$ cat src/assert_macros.svh
// Assertion macros shared by the RTL files.
`ifndef ASSERT_MACROS_SVH
`define ASSERT_MACROS_SVH

// Check a property on every rising clock edge outside reset.
`define RMQ_ASSERT(label, prop, msg) \
   label: assert property (@(posedge clock) disable iff (reset) (prop)) else $error(msg);

// Check that a condition holds in the cycle after a trigger.
`define RMQ_ASSERT_NEXT(label, trig, prop, msg) \
   label: assert property (@(posedge clock) disable iff (reset) (trig) |=> (prop)) \
      else $error(msg);

`endif

$ cat src/rmq_queue.sv
// Small flop-based first-in first-out queue.
`default_nettype none
`include "assert_macros.svh"
module rmq_queue #(
   parameter type T     = logic,
   parameter int  DEPTH = 4
) (
   input  wire logic clock,
   input  wire logic reset,
   input  wire logic push,
   input  wire T     wr_data,
   output logic      full,
   input  wire logic pop,
   output T          rd_data,
   output logic      empty
);
   localparam int AW = (DEPTH > 1) ? $clog2(DEPTH) : 1;

   T                mem_ff [DEPTH];
   logic [AW-1:0]   wr_ptr_ff, wr_ptr_in;
   logic [AW-1:0]   rd_ptr_ff, rd_ptr_in;
   logic [AW:0]     count_ff, count_in;
   logic            do_push, do_pop;

   assign full    = (count_ff == (AW+1)'(DEPTH));
   assign empty   = (count_ff == '0);
   assign do_push = push && !full;
   assign do_pop  = pop && !empty;
   assign rd_data = mem_ff[rd_ptr_ff];

   always_comb begin
      wr_ptr_in = wr_ptr_ff;
      rd_ptr_in = rd_ptr_ff;
      count_in  = count_ff;
      if (do_push) begin
         wr_ptr_in = (wr_ptr_ff == AW'(DEPTH - 1)) ? '0 : wr_ptr_ff + 1'b1;
      end
      if (do_pop) begin
         rd_ptr_in = (rd_ptr_ff == AW'(DEPTH - 1)) ? '0 : rd_ptr_ff + 1'b1;
      end
      if (do_push && !do_pop) begin
         count_in = count_ff + 1'b1;
      end else if (do_pop && !do_push) begin
         count_in = count_ff - 1'b1;
      end
   end

   always_ff @(posedge clock) begin
      if (reset) begin
         wr_ptr_ff <= '0;
         rd_ptr_ff <= '0;
         count_ff  <= '0;
      end else begin
         wr_ptr_ff <= wr_ptr_in;
         rd_ptr_ff <= rd_ptr_in;
         count_ff  <= count_in;
      end
   end

   always_ff @(posedge clock) begin
      if (do_push) begin
         mem_ff[wr_ptr_ff] <= wr_data;
      end
   end

   `RMQ_ASSERT(a_count_bound, count_ff <= (AW+1)'(DEPTH), "queue count exceeds depth")
   `RMQ_ASSERT_NEXT(a_push_grows, do_push && !do_pop, count_ff == $past(count_ff) + 1'b1,
      "queue count did not grow on push")
   `RMQ_ASSERT_NEXT(a_pop_shrinks, do_pop && !do_push, count_ff == $past(count_ff) - 1'b1,
      "queue count did not shrink on pop")
endmodule
`default_nettype wire

$ cat config.mk
export PLATFORM = sky130hd
export DESIGN_NAME = rmq_queue
export DESIGN_NICKNAME = d
export VERILOG_FILES = /design/src/rmq_queue.sv
export VERILOG_INCLUDE_DIRS = /design/src /design/src/src
export SDC_FILE = /design/constraint.sdc
export NUM_CORES = 1
export LEC_CHECK = 0
export ABC_AREA = 1
export BUFFER_PORTS_ARGS = -buffer_cell sky130_fd_sc_hd__buf_2
export CAP_MARGIN = 5
export CORE_AREA = 2 2 39 41
export DETAILED_ROUTE_END_ITERATION = 8
export DIE_AREA = 0 0 41 43
export PLACE_DENSITY = 0.68
export SLEW_MARGIN = 15
export SYNTH_ARGS = -nofsm -noshare
export SYNTH_HDL_FRONTEND = slang
export SYNTH_SLANG_ARGS = --single-unit
$ cat constraint.sdc
create_clock -name clock -period 1.92 [get_ports clock]
set_input_delay 0.384 -clock clock [delete_from_list [all_inputs] [get_ports clock]]
set_output_delay 0.384 -clock clock [all_outputs]
set_load 0.03 [all_outputs]
==> out/metrics.csv <==
metric;value;unit
row count;14;
Worst setup startpoint;count_ff[0];
filler cell count;141;
num ports;8;
post-synth top area share;27.1;%
routability congestion estimate;0.747;
fmax;575;MHz
Design Area, Final;764;sq um
Die Y;43;microns
CTS sink count;13;
worst-path fanout max;4;
die area;1760;sq um
Routed Antenna Nets;0;
wire length of the first global-routing pass;1890;microns
PortBufs;7;
Final Setup Violations;0;
area of the core;1380;sq um
wire length per cell;9.92;microns
WL final;1090;microns
vias after detailed routing;516;
Post-Syn Instances;82;
global-route usage over all layers;16.3;%
initial antenna violation count;0;
vias in the first global route;485;
commonest non-fill, non-tap cell in the layout;inv_1;
share of the yosys chip area belonging to registers;45.1;%
Hold Path Origin;wr_data;
share of layout cells above drive strength 1;19.1;%
Mapped Nets;94;
WL met1;451;microns
TritonCTS clock tree;built;
CP arrival;1.92;ns
P per Cell Area;1480;nW/um^2
Clock Skew;0.00581;ns
fin cells;110;
Synth Cell Area;666;sq um
Skew-Pair Late Insertion Delay;0.28;ns
number of synthesis warnings;0;
met2 wire length;582;microns
register bit total from synthesis;13;
Final nets;107;
Die Wd;41;microns
final period utilization;90.6;%
Clock transition at path regs;0.08;ns
cell taking the most area after synthesis;dfxtp_1;
DRC violations left;0;
actual slew at the worst max-slew pin;0.214;ns
Antenna Diode Count;0;
Crit. End Element;register;
worst setup path end;count_ff[2];
Leakage;0.386;nW
reg2reg path depth;12;
VDD IR max;694;uV
Num CTS Buffers;3;
hpwl dp;818;microns
Highest Signal Layer;met4;
Initial Util;48.1;%
largest net degree at the start of global routing;8;
run status;completed;
top cells by area, synth;dfxtp_1 (27%), edfxtp_1 (18%), ha_1 (11%);
initial DRC count;8;
Cell Area, Placed;728;sq um
H-tree depth;1;
Final Util;55.2;%
FF-to-FF End;count_ff[2];
post-layout min period;1.74;ns
distinct cell type count after synthesis;15;
RR Startpoint;count_ff[0];
clk root buf;clkbuf_4;
worst hold-check path type;in2reg;
WL met3;50;microns
critical path launch point type;register;
DRT Pass-1 Iters;3;
Slew HR;85.7;%
Max Buffers Root-to-Sink;2;
crit path kind;reg2reg;
GRT overflow;0;
CTS hold repair buffers;0;
most frequent cells in the layout;inv_1 (17), nor2_1 (16), nand2_1 (11);
CP required;2.10;ns
Avg Inst Size Synth;8.12;sq um
area delta synth->final;14.8;%
worst reg-to-reg setup slack;0.18;ns
final hold viol count;0;
routed vias/inst;4.69;
max cap viols;0;
fin. max-slew vios;0;
placed insts;106;
==> report_power, final <==
part | switching [W] | leakage (nW) | internal [W] | total (W)
clock | 0.0000868 | 0.0150 | 0.0000805 | 0.000167
combinational | 0.000331 | 0.259 | 0.000191 | 0.000522
sequential | 0.0000721 | 0.112 | 0.000371 | 0.000443
total | 0.000490 | 0.386 | 0.000642 | 0.00113
==> worst min-delay path by stage <==
stage	slack, ns	cells past startpoint	to
floorplan	0.48	1	count_ff[0]
global placement	0.50	1	count_ff[0]
detailed placement	0.50	1	count_ff[0]
CTS	0.32	1	mem_ff[2]
global route	0.31	1	mem_ff[2]
finish	0.32	1	mem_ff[2]
==> cell families after synthesis <==
| kind of cell | after synthesis | synth area share [%] |
|---|---|---|
| AND/OR/NAND/NOR | 36 | 24.3 |
| buffers and inverters | 17 | 9.59 |
| flip-flops | 13 | 45.1 |
| AO/OA/AOI/OAI | 9 | 6.77 |
| adder cells (fa/ha/maj) | 7 | 14.3 |
==> worst max-delay path, cell delays in order, from the launching register on <==
cell	delay, ns
dfxtp_4	0.37
nor2_4	0.13
nand2_2	0.09
nand2_2	0.09
ha_1	0.17
inv_1	0.07
fa_1	0.38
inv_1	0.07
nand2_1	0.07
nand3_1	0.07
nand2_1	0.05
inv_1	0.05
nor2_1	0.04
==> metal layers <==
metal	vias to the layer above	track usage, %
li1	277	-
met1	230	19.1
met2	6	23.8
met3	3	9.42
met4	0	6.00
met5	-	0
==> layout make-up <==
class | count | area [sq um] | share of cell area, %
Multi-Input combinational cell | 52 | 307 | 40.1
Clock buffer | 4 | 26.3 | 3.44
Inverter | 17 | 63.8 | 8.35
Sequential cell | 13 | 305 | 39.9
Tap cell | 16 | 20.0 | 2.62
Timing Repair Buffer | 8 | 42.5 | 5.56
==> repair_timing <==
| item | CTS | global route |
|---|---|---|
| hold endpoints to repair | 0 | 0 |
| setup buffers | 0 | 0 |
| resized for setup | 0 | 4 |
| endpoints found under the setup margin | 0 | 1 |
==> synthesized netlist by cell type <==
cell,instances
a21oi_1,4
dfxtp_1,9
edfxtp_1,4
fa_1,1
ha_1,6
inv_1,17
nand2_1,11
nand2_2,3
nand3_1,2
nand3b_1,1
nand3b_2,1
nand4_1,1
nor2_1,16
nor2_2,1
o21ai_0,5
==> through the flow <==
stage | TNS, ns | setup WS, ns | total power (W) | hold slack (ns)
after floorplan | 0 | 0.197 | 0.000823 | 0.476
after global placement | 0 | 0.213 | 0.000925 | 0.498
after detailed placement | 0 | 0.139 | 0.000949 | 0.505
after CTS | 0 | 0.110 | 0.00112 | 0.318
after global routing | -0.00693 | -0.00693 | 0.00125 | 0.312
final | 0 | 0.181 | 0.00113 | 0.322
No activity file was read; power rests on OpenSTA's default activity.
