--- src/assert_macros.svh ---
// Assertion macros shared by the RTL files.
`ifndef ASSERT_MACROS_SVH
`define ASSERT_MACROS_SVH

// Check a property on every rising clock edge outside reset.
`define RMQ_ASSERT(label, prop, msg) \
   label: assert property (@(posedge clock) disable iff (reset) (prop)) else $error(msg);

// Check that a condition holds in the cycle after a trigger.
`define RMQ_ASSERT_NEXT(label, trig, prop, msg) \
   label: assert property (@(posedge clock) disable iff (reset) (trig) |=> (prop)) \
      else $error(msg);

`endif

--- src/rmq_pkg.sv ---
// Types and constants for the rotation matrix to quaternion core.
`default_nettype none
package rmq_pkg;
   localparam int DW    = 16;             // data width
   localparam int FB    = 14;             // fraction bits
   localparam int SW    = DW + 1;         // off-diagonal pair sum width
   localparam int RADW  = DW + 3;         // signed radicand width
   localparam int NW    = 32;             // square root operand width (even)
   localparam int ROOTW = NW / 2;
   localparam int REMW  = ROOTW + 3;
   localparam int SQW   = ROOTW + 1;      // s = 2 * root
   localparam int INVW  = DW - 1;         // reciprocal quotient bits
   localparam int DIVW  = SQW + INVW;
   localparam int PW    = SW + INVW + 1;  // product width

   localparam logic signed [DW-1:0] QMAX = {1'b0, {(DW-1){1'b1}}};
   localparam logic signed [DW-1:0] QMIN = {1'b1, {(DW-1){1'b0}}};
   localparam logic [SQW-1:0] SAT_LIMIT = SQW'(1) << (2 * FB - INVW);

   localparam logic [1:0] BR_TRACE = 2'd0;
   localparam logic [1:0] BR_X     = 2'd1;
   localparam logic [1:0] BR_Y     = 2'd2;
   localparam logic [1:0] BR_Z     = 2'd3;

   typedef struct packed {
      logic signed [DW-1:0] m00;
      logic signed [DW-1:0] m01;
      logic signed [DW-1:0] m02;
      logic signed [DW-1:0] m10;
      logic signed [DW-1:0] m11;
      logic signed [DW-1:0] m12;
      logic signed [DW-1:0] m20;
      logic signed [DW-1:0] m21;
      logic signed [DW-1:0] m22;
   } req_type;

   typedef struct packed {
      logic signed [DW-1:0] qx;
      logic signed [DW-1:0] qy;
      logic signed [DW-1:0] qz;
      logic signed [DW-1:0] qw;
      logic [1:0]           branch;
      logic                 saturated;
   } rsp_type;

   // Classified job: branch, negative-radicand flag, radicand operand and the three pair sums in slot order.
   typedef struct packed {
      logic [1:0]           branch;
      logic                 flag;
      logic [NW-1:0]        rad;
      logic signed [SW-1:0] p0;
      logic signed [SW-1:0] p1;
      logic signed [SW-1:0] p2;
   } job_type;

   typedef struct packed {
      job_type              job;
      logic [REMW-1:0]      rem;
      logic [ROOTW-1:0]     root;
      logic [SQW-1:0]       s;
      logic                 divsat;
      logic [DIVW-1:0]      divr;
      logic [INVW-1:0]      inv;
      logic signed [PW-1:0] prod0;
      logic signed [PW-1:0] prod1;
      logic signed [PW-1:0] prod2;
   } pipe_type;
endpackage
`default_nettype wire

--- src/rmq_front.sv ---
// Front end: branch selection, radicand and off-diagonal pair sums.
`default_nettype none
module rmq_front (
   input  wire rmq_pkg::req_type req,
   output rmq_pkg::job_type      job
);
   logic signed [rmq_pkg::RADW-1:0] d0, d1, d2, one, trace, rad;
   logic signed [rmq_pkg::SW-1:0]   a01, a02, a12, s12, s20, s01;

   always_comb begin
      d0    = rmq_pkg::RADW'(req.m00);
      d1    = rmq_pkg::RADW'(req.m11);
      d2    = rmq_pkg::RADW'(req.m22);
      one   = rmq_pkg::RADW'(1) << rmq_pkg::FB;
      trace = d0 + d1 + d2;
      a01   = rmq_pkg::SW'(req.m01) + rmq_pkg::SW'(req.m10);
      a02   = rmq_pkg::SW'(req.m02) + rmq_pkg::SW'(req.m20);
      a12   = rmq_pkg::SW'(req.m12) + rmq_pkg::SW'(req.m21);
      s12   = rmq_pkg::SW'(req.m12) - rmq_pkg::SW'(req.m21);
      s20   = rmq_pkg::SW'(req.m20) - rmq_pkg::SW'(req.m02);
      s01   = rmq_pkg::SW'(req.m01) - rmq_pkg::SW'(req.m10);

      if (trace > 0) begin
         job.branch = rmq_pkg::BR_TRACE;
         rad = trace + one;
         job.p0 = s12; job.p1 = s20; job.p2 = s01;
      end else if (req.m00 > req.m11 && req.m00 > req.m22) begin
         job.branch = rmq_pkg::BR_X;
         rad = d0 - d1 - d2 + one;
         job.p0 = a01; job.p1 = a02; job.p2 = s12;
      end else if (req.m11 > req.m22) begin
         job.branch = rmq_pkg::BR_Y;
         rad = d1 - d0 - d2 + one;
         job.p0 = a01; job.p1 = a12; job.p2 = s20;
      end else begin
         job.branch = rmq_pkg::BR_Z;
         rad = d2 - d0 - d1 + one;
         job.p0 = a02; job.p1 = a12; job.p2 = s01;
      end

      // Clamp a negative radicand to zero.
      job.flag = rad[rmq_pkg::RADW-1];
      job.rad  = job.flag ? '0
               : rmq_pkg::NW'(rad[rmq_pkg::RADW-2:0]) << rmq_pkg::FB;
   end
endmodule
`default_nettype wire

--- config.mk ---
export PLATFORM = sky130hd
export DESIGN_NAME = rmq_front
export DESIGN_NICKNAME = d
export VERILOG_FILES = /design/src/assert_macros.svh /design/src/rmq_pkg.sv /design/src/rmq_front.sv
export SDC_FILE = /design/constraint.sdc
export NUM_CORES = 1
export LEC_CHECK = 0
export ABC_AREA = 1
export BUFFER_PORTS_ARGS = -buffer_cell sky130_fd_sc_hd__buf_2
export CORE_MARGIN = 2
export CORE_UTILIZATION = 55
export DETAILED_ROUTE_END_ITERATION = 8
export PLACE_DENSITY = 0.83
export SLEW_MARGIN = 20
export SYNTH_ARGS = -nofsm -noshare
export SYNTH_HDL_FRONTEND = slang
export SYNTH_SLANG_ARGS = --single-unit
--- constraint.sdc ---
create_clock -name vclk -period 4.6
set_input_delay 0.69 -clock vclk [all_inputs]
set_output_delay 0.69 -clock vclk [all_outputs]
set_load 0.05 [all_outputs]
==> impl_metrics.xml <==
<?xml version="1.0" encoding="UTF-8"?>
<metrics>
  <group name="outcome">
    <metric name="outcome" unit="">finished, violations left</metric>
    <metric name="failed_checks" unit="">setup timing</metric>
  </group>
  <group name="setup_path">
    <metric name="cpPeakStageDelay" unit="ns">0.63</metric>
    <metric name="critical_path_required" unit="ns">3.91</metric>
    <metric name="cp_max_fo" unit="">8</metric>
    <metric name="cpMaxStageDelayCell" unit="">sky130_fd_sc_hd__fa_2</metric>
    <metric name="criticalPathCategory" unit="">in -&gt; out</metric>
    <metric name="endpoint_kind" unit="">output port</metric>
    <metric name="crit_top_cell" unit="">sky130_fd_sc_hd__nand2_1</metric>
    <metric name="critical_path_arrival" unit="ns">4.67</metric>
    <metric name="start_kind" unit="">input port</metric>
  </group>
  <group name="drt">
    <metric name="met1_length" unit="um">24400</metric>
    <metric name="routed_wire_length_per_instance" unit="um">18.9</metric>
    <metric name="drtIter0Drc" unit="">2172</metric>
    <metric name="route.met3.wl" unit="um">7230</metric>
    <metric name="drt_drc_violations_left" unit="">0</metric>
    <metric name="antenna_left" unit="">0</metric>
    <metric name="top_metal_layer_carrying_routed_signals" unit="">met4</metric>
    <metric name="vias" unit="">18600</metric>
    <metric name="route.detailed.vias_per_inst" unit="">5.67</metric>
    <metric name="route.met2.wl" unit="um">27400</metric>
    <metric name="detailed_router_iteration_count_before_antenna_repair" unit="">8</metric>
    <metric name="drt-total-wl" unit="um">61900</metric>
  </group>
  <group name="sta">
    <metric name="timing.final.hold_violations" unit="">0</metric>
    <metric name="rsz_0062_raised_after_global_routing" unit="">true</metric>
    <metric name="finalWorstPathRequiredPeriod" unit="ns">5.36</metric>
    <metric name="setup_viol" unit="">72</metric>
    <metric name="fin_crit_sh" unit="%">116</metric>
    <metric name="timing_worst_slew_pin_value" unit="ns">0.775</metric>
    <metric name="worst_hold_slack" unit="ns">1.93</metric>
    <metric name="number_of_max_slew_violations_in_the_final_report" unit="">0</metric>
    <metric name="max-slew-margin-rel" unit="%">47.8</metric>
    <metric name="postLayoutSetupSlackWorst" unit="ns">-0.757</metric>
    <metric name="fmaxAchievable" unit="MHz">187</metric>
  </group>
  <group name="power_and_ir_drop">
    <metric name="totalPowerFinal" unit="W">0.00767</metric>
    <metric name="ir_drop" unit="mV">0.487</metric>
    <metric name="power.density_cell_area" unit="nW/um^2">369</metric>
    <metric name="p_leak" unit="nW">11.9</metric>
  </group>
  <group name="logic_synthesis">
    <metric name="dominant_cells_by_area_after_synthesis" unit="">sky130_fd_sc_hd__ha_1 (25%), sky130_fd_sc_hd__nand2_1 (18%), sky130_fd_sc_hd__inv_1 (10%), sky130_fd_sc_hd__fa_1 (10%), sky130_fd_sc_hd__nand3_1 (5.6%)</metric>
    <metric name="synth.yosys.warnings" unit="">0</metric>
    <metric name="yosys.cell_types.count" unit="">46</metric>
    <metric name="netlist_area" unit="sq um">14600</metric>
    <metric name="synthesis.instances" unit="">2423</metric>
    <metric name="synth_area_per_cell" unit="sq um">6.03</metric>
    <metric name="netlist.top_cell.by_area" unit="">sky130_fd_sc_hd__ha_1</metric>
    <metric name="netlist.area_leader.share" unit="%">25.2</metric>
    <metric name="ys_seq_area_share" unit="%">0</metric>
  </group>
  <group name="die">
    <metric name="placementRows" unit="">59</metric>
    <metric name="floorplan.die.height" unit="um">167</metric>
    <metric name="floorplan.die_area" unit="sq um">27900</metric>
    <metric name="floorplan.die.width" unit="um">167</metric>
    <metric name="floorplan.io_pins" unit="">230</metric>
    <metric name="coreArea" unit="sq um">26100</metric>
    <metric name="initial_utilization" unit="%">56.0</metric>
  </group>
  <group name="layout">
    <metric name="layout-area-overhead-vs-synth" unit="%">42.2</metric>
    <metric name="share_of_final_layout_standard_cells_stronger_than_drive_strength_1" unit="%">27.0</metric>
    <metric name="flops_and_latches" unit="">0</metric>
    <metric name="final_nets" unit="">3456</metric>
    <metric name="final_cell_area" unit="sq um">20800</metric>
    <metric name="final_common_cell" unit="">sky130_fd_sc_hd__nand2_1</metric>
    <metric name="fin_cells" unit="">3280</metric>
    <metric name="layout.clock_buffers" unit="">0</metric>
    <metric name="most-common-layout-cells" unit="">sky130_fd_sc_hd__nand2_1 (585), sky130_fd_sc_hd__inv_1 (395), sky130_fd_sc_hd__buf_4 (332)</metric>
    <metric name="seq_area" unit="sq um">0</metric>
  </group>
  <group name="min_path">
    <metric name="timing.hold.worst_path_depth" unit="">4</metric>
    <metric name="timing.hold.worst.start" unit="">req[96]</metric>
    <metric name="min-delay-path-class" unit="">in -&gt; out</metric>
    <metric name="hold-path-endpoint" unit="">job[17]</metric>
  </group>
  <group name="place">
    <metric name="placement.cell_area" unit="sq um">19000</metric>
    <metric name="place_hpwl" unit="um">49300</metric>
    <metric name="place_congestion" unit="">1.04</metric>
    <metric name="place_inst" unit="">3241</metric>
    <metric name="placement.io_buffers" unit="">216</metric>
  </group>
  <group name="cts">
    <metric name="holdBufCountCts" unit="">0</metric>
  </group>
  <group name="global_route">
    <metric name="overflow" unit="">0</metric>
    <metric name="antenna_found_initial" unit="">3</metric>
    <metric name="grt_pass1_vias" unit="">18400</metric>
    <metric name="grt_usage" unit="%">41.9</metric>
    <metric name="maximum_number_of_pins_on_one_net_before_global_route_repair" unit="">25</metric>
    <metric name="grt_pass1_wl" unit="um">94900</metric>
  </group>
  <group name="run">
    <metric name="maxCapViolCount" unit="">0</metric>
  </group>
</metrics>
-- cell type report --
type                       count  area, sq um
inverter                     410         1550
multi-input combinational   1954        14000
tap                          335          419
timing repair buffer         578         4780
antenna                        3         7.51
fill                        1876         5300
-- through the flow --
stage / setup WS, ns / utilization (%) / setup TNS, ns
detailed placement: -0.816 / 73.1 / -49.18
floorplan: -0.191 / - / -11.17
finish: -0.757 / 79.7 / -48.42
global placement: -0.607 / 73.1 / -35.75
global route: -0.949 / 79.7 / -62.30
CTS: -0.569 / 78.5 / -36.93
-- cell usage after synthesis (4+ instances only) --
| library cell | count |
|---|---|
| sky130_fd_sc_hd__a211oi_1 | 4 |
| sky130_fd_sc_hd__clkbuf_1 | 37 |
| sky130_fd_sc_hd__o21bai_1 | 21 |
| sky130_fd_sc_hd__inv_1 | 405 |
| sky130_fd_sc_hd__o21ai_1 | 9 |
| sky130_fd_sc_hd__ha_1 | 294 |
| sky130_fd_sc_hd__a21boi_0 | 5 |
| sky130_fd_sc_hd__nand3_2 | 5 |
| sky130_fd_sc_hd__a21oi_1 | 153 |
| sky130_fd_sc_hd__inv_2 | 5 |
| sky130_fd_sc_hd__buf_2 | 13 |
| sky130_fd_sc_hd__xor2_1 | 82 |
| sky130_fd_sc_hd__nand2_2 | 6 |
| sky130_fd_sc_hd__nor2_1 | 160 |
| sky130_fd_sc_hd__nand3b_1 | 9 |
| sky130_fd_sc_hd__nor2_2 | 10 |
| sky130_fd_sc_hd__buf_1 | 4 |
| sky130_fd_sc_hd__a21o_1 | 9 |
| sky130_fd_sc_hd__buf_4 | 17 |
| sky130_fd_sc_hd__xnor2_1 | 19 |
| sky130_fd_sc_hd__a31oi_1 | 7 |
| sky130_fd_sc_hd__or2_2 | 10 |
| sky130_fd_sc_hd__o21ai_0 | 112 |
| sky130_fd_sc_hd__fa_1 | 74 |
| sky130_fd_sc_hd__nand4_1 | 23 |
| sky130_fd_sc_hd__nor3_1 | 34 |
| sky130_fd_sc_hd__nand3_1 | 163 |
| sky130_fd_sc_hd__o22ai_1 | 7 |
| sky130_fd_sc_hd__nand2_1 | 688 |
| sky130_fd_sc_hd__o31ai_1 | 6 |
-- power breakdown --
part           switching (W)     internal [W]  leakage (nW)
registers                  0                0             0
clock network              0  0.0000000000873     0.0000190
logic                0.00464          0.00302          11.9
total                0.00464          0.00302          11.9
-- worst max-delay path by stage --
stage	endpoint	from
finish	job[40]	req[138]
detailed placement	job[5]	req[2]
global route	job[40]	req[138]
global placement	job[3]	req[1]
CTS	job[35]	req[1]
floorplan	job[65]	req[1]
-- per-layer routing --
layer | track usage (%) | vias to the layer above
li1 | - | 8658
met1 | 55.6 | 8499
met2 | 68.5 | 1213
met3 | 7.58 | 234
met4 | 14.4 | 0
met5 | 0 | -
-- worst max-delay path, delay by kind of cell --
kind,cells,cell delay (ns)
buffers and inverters,7,0.77
adders and majority gates,3,1.06
AOI/OAI and AO/OA,1,0.11
and+or+nand+nor,18,1.98
-- cells by family after synthesis --
family	synth area share [%]
AO/OA/AOI/OAI	13.1
XOR/XNOR	6.06
AND/OR/NAND/NOR	32.3
adder cells (fa/ha/maj)	35.3
buffers and inverters	13.1
other	0.0257
-- what timing repair did --
action	in CTS	in global routing
buffers inserted	20	7
gates cloned	10	1
setup endpoints to repair	72	72
pin swaps	26	37
resized for setup	305	60
Note: power is estimated with default switching activity, not from simulation.
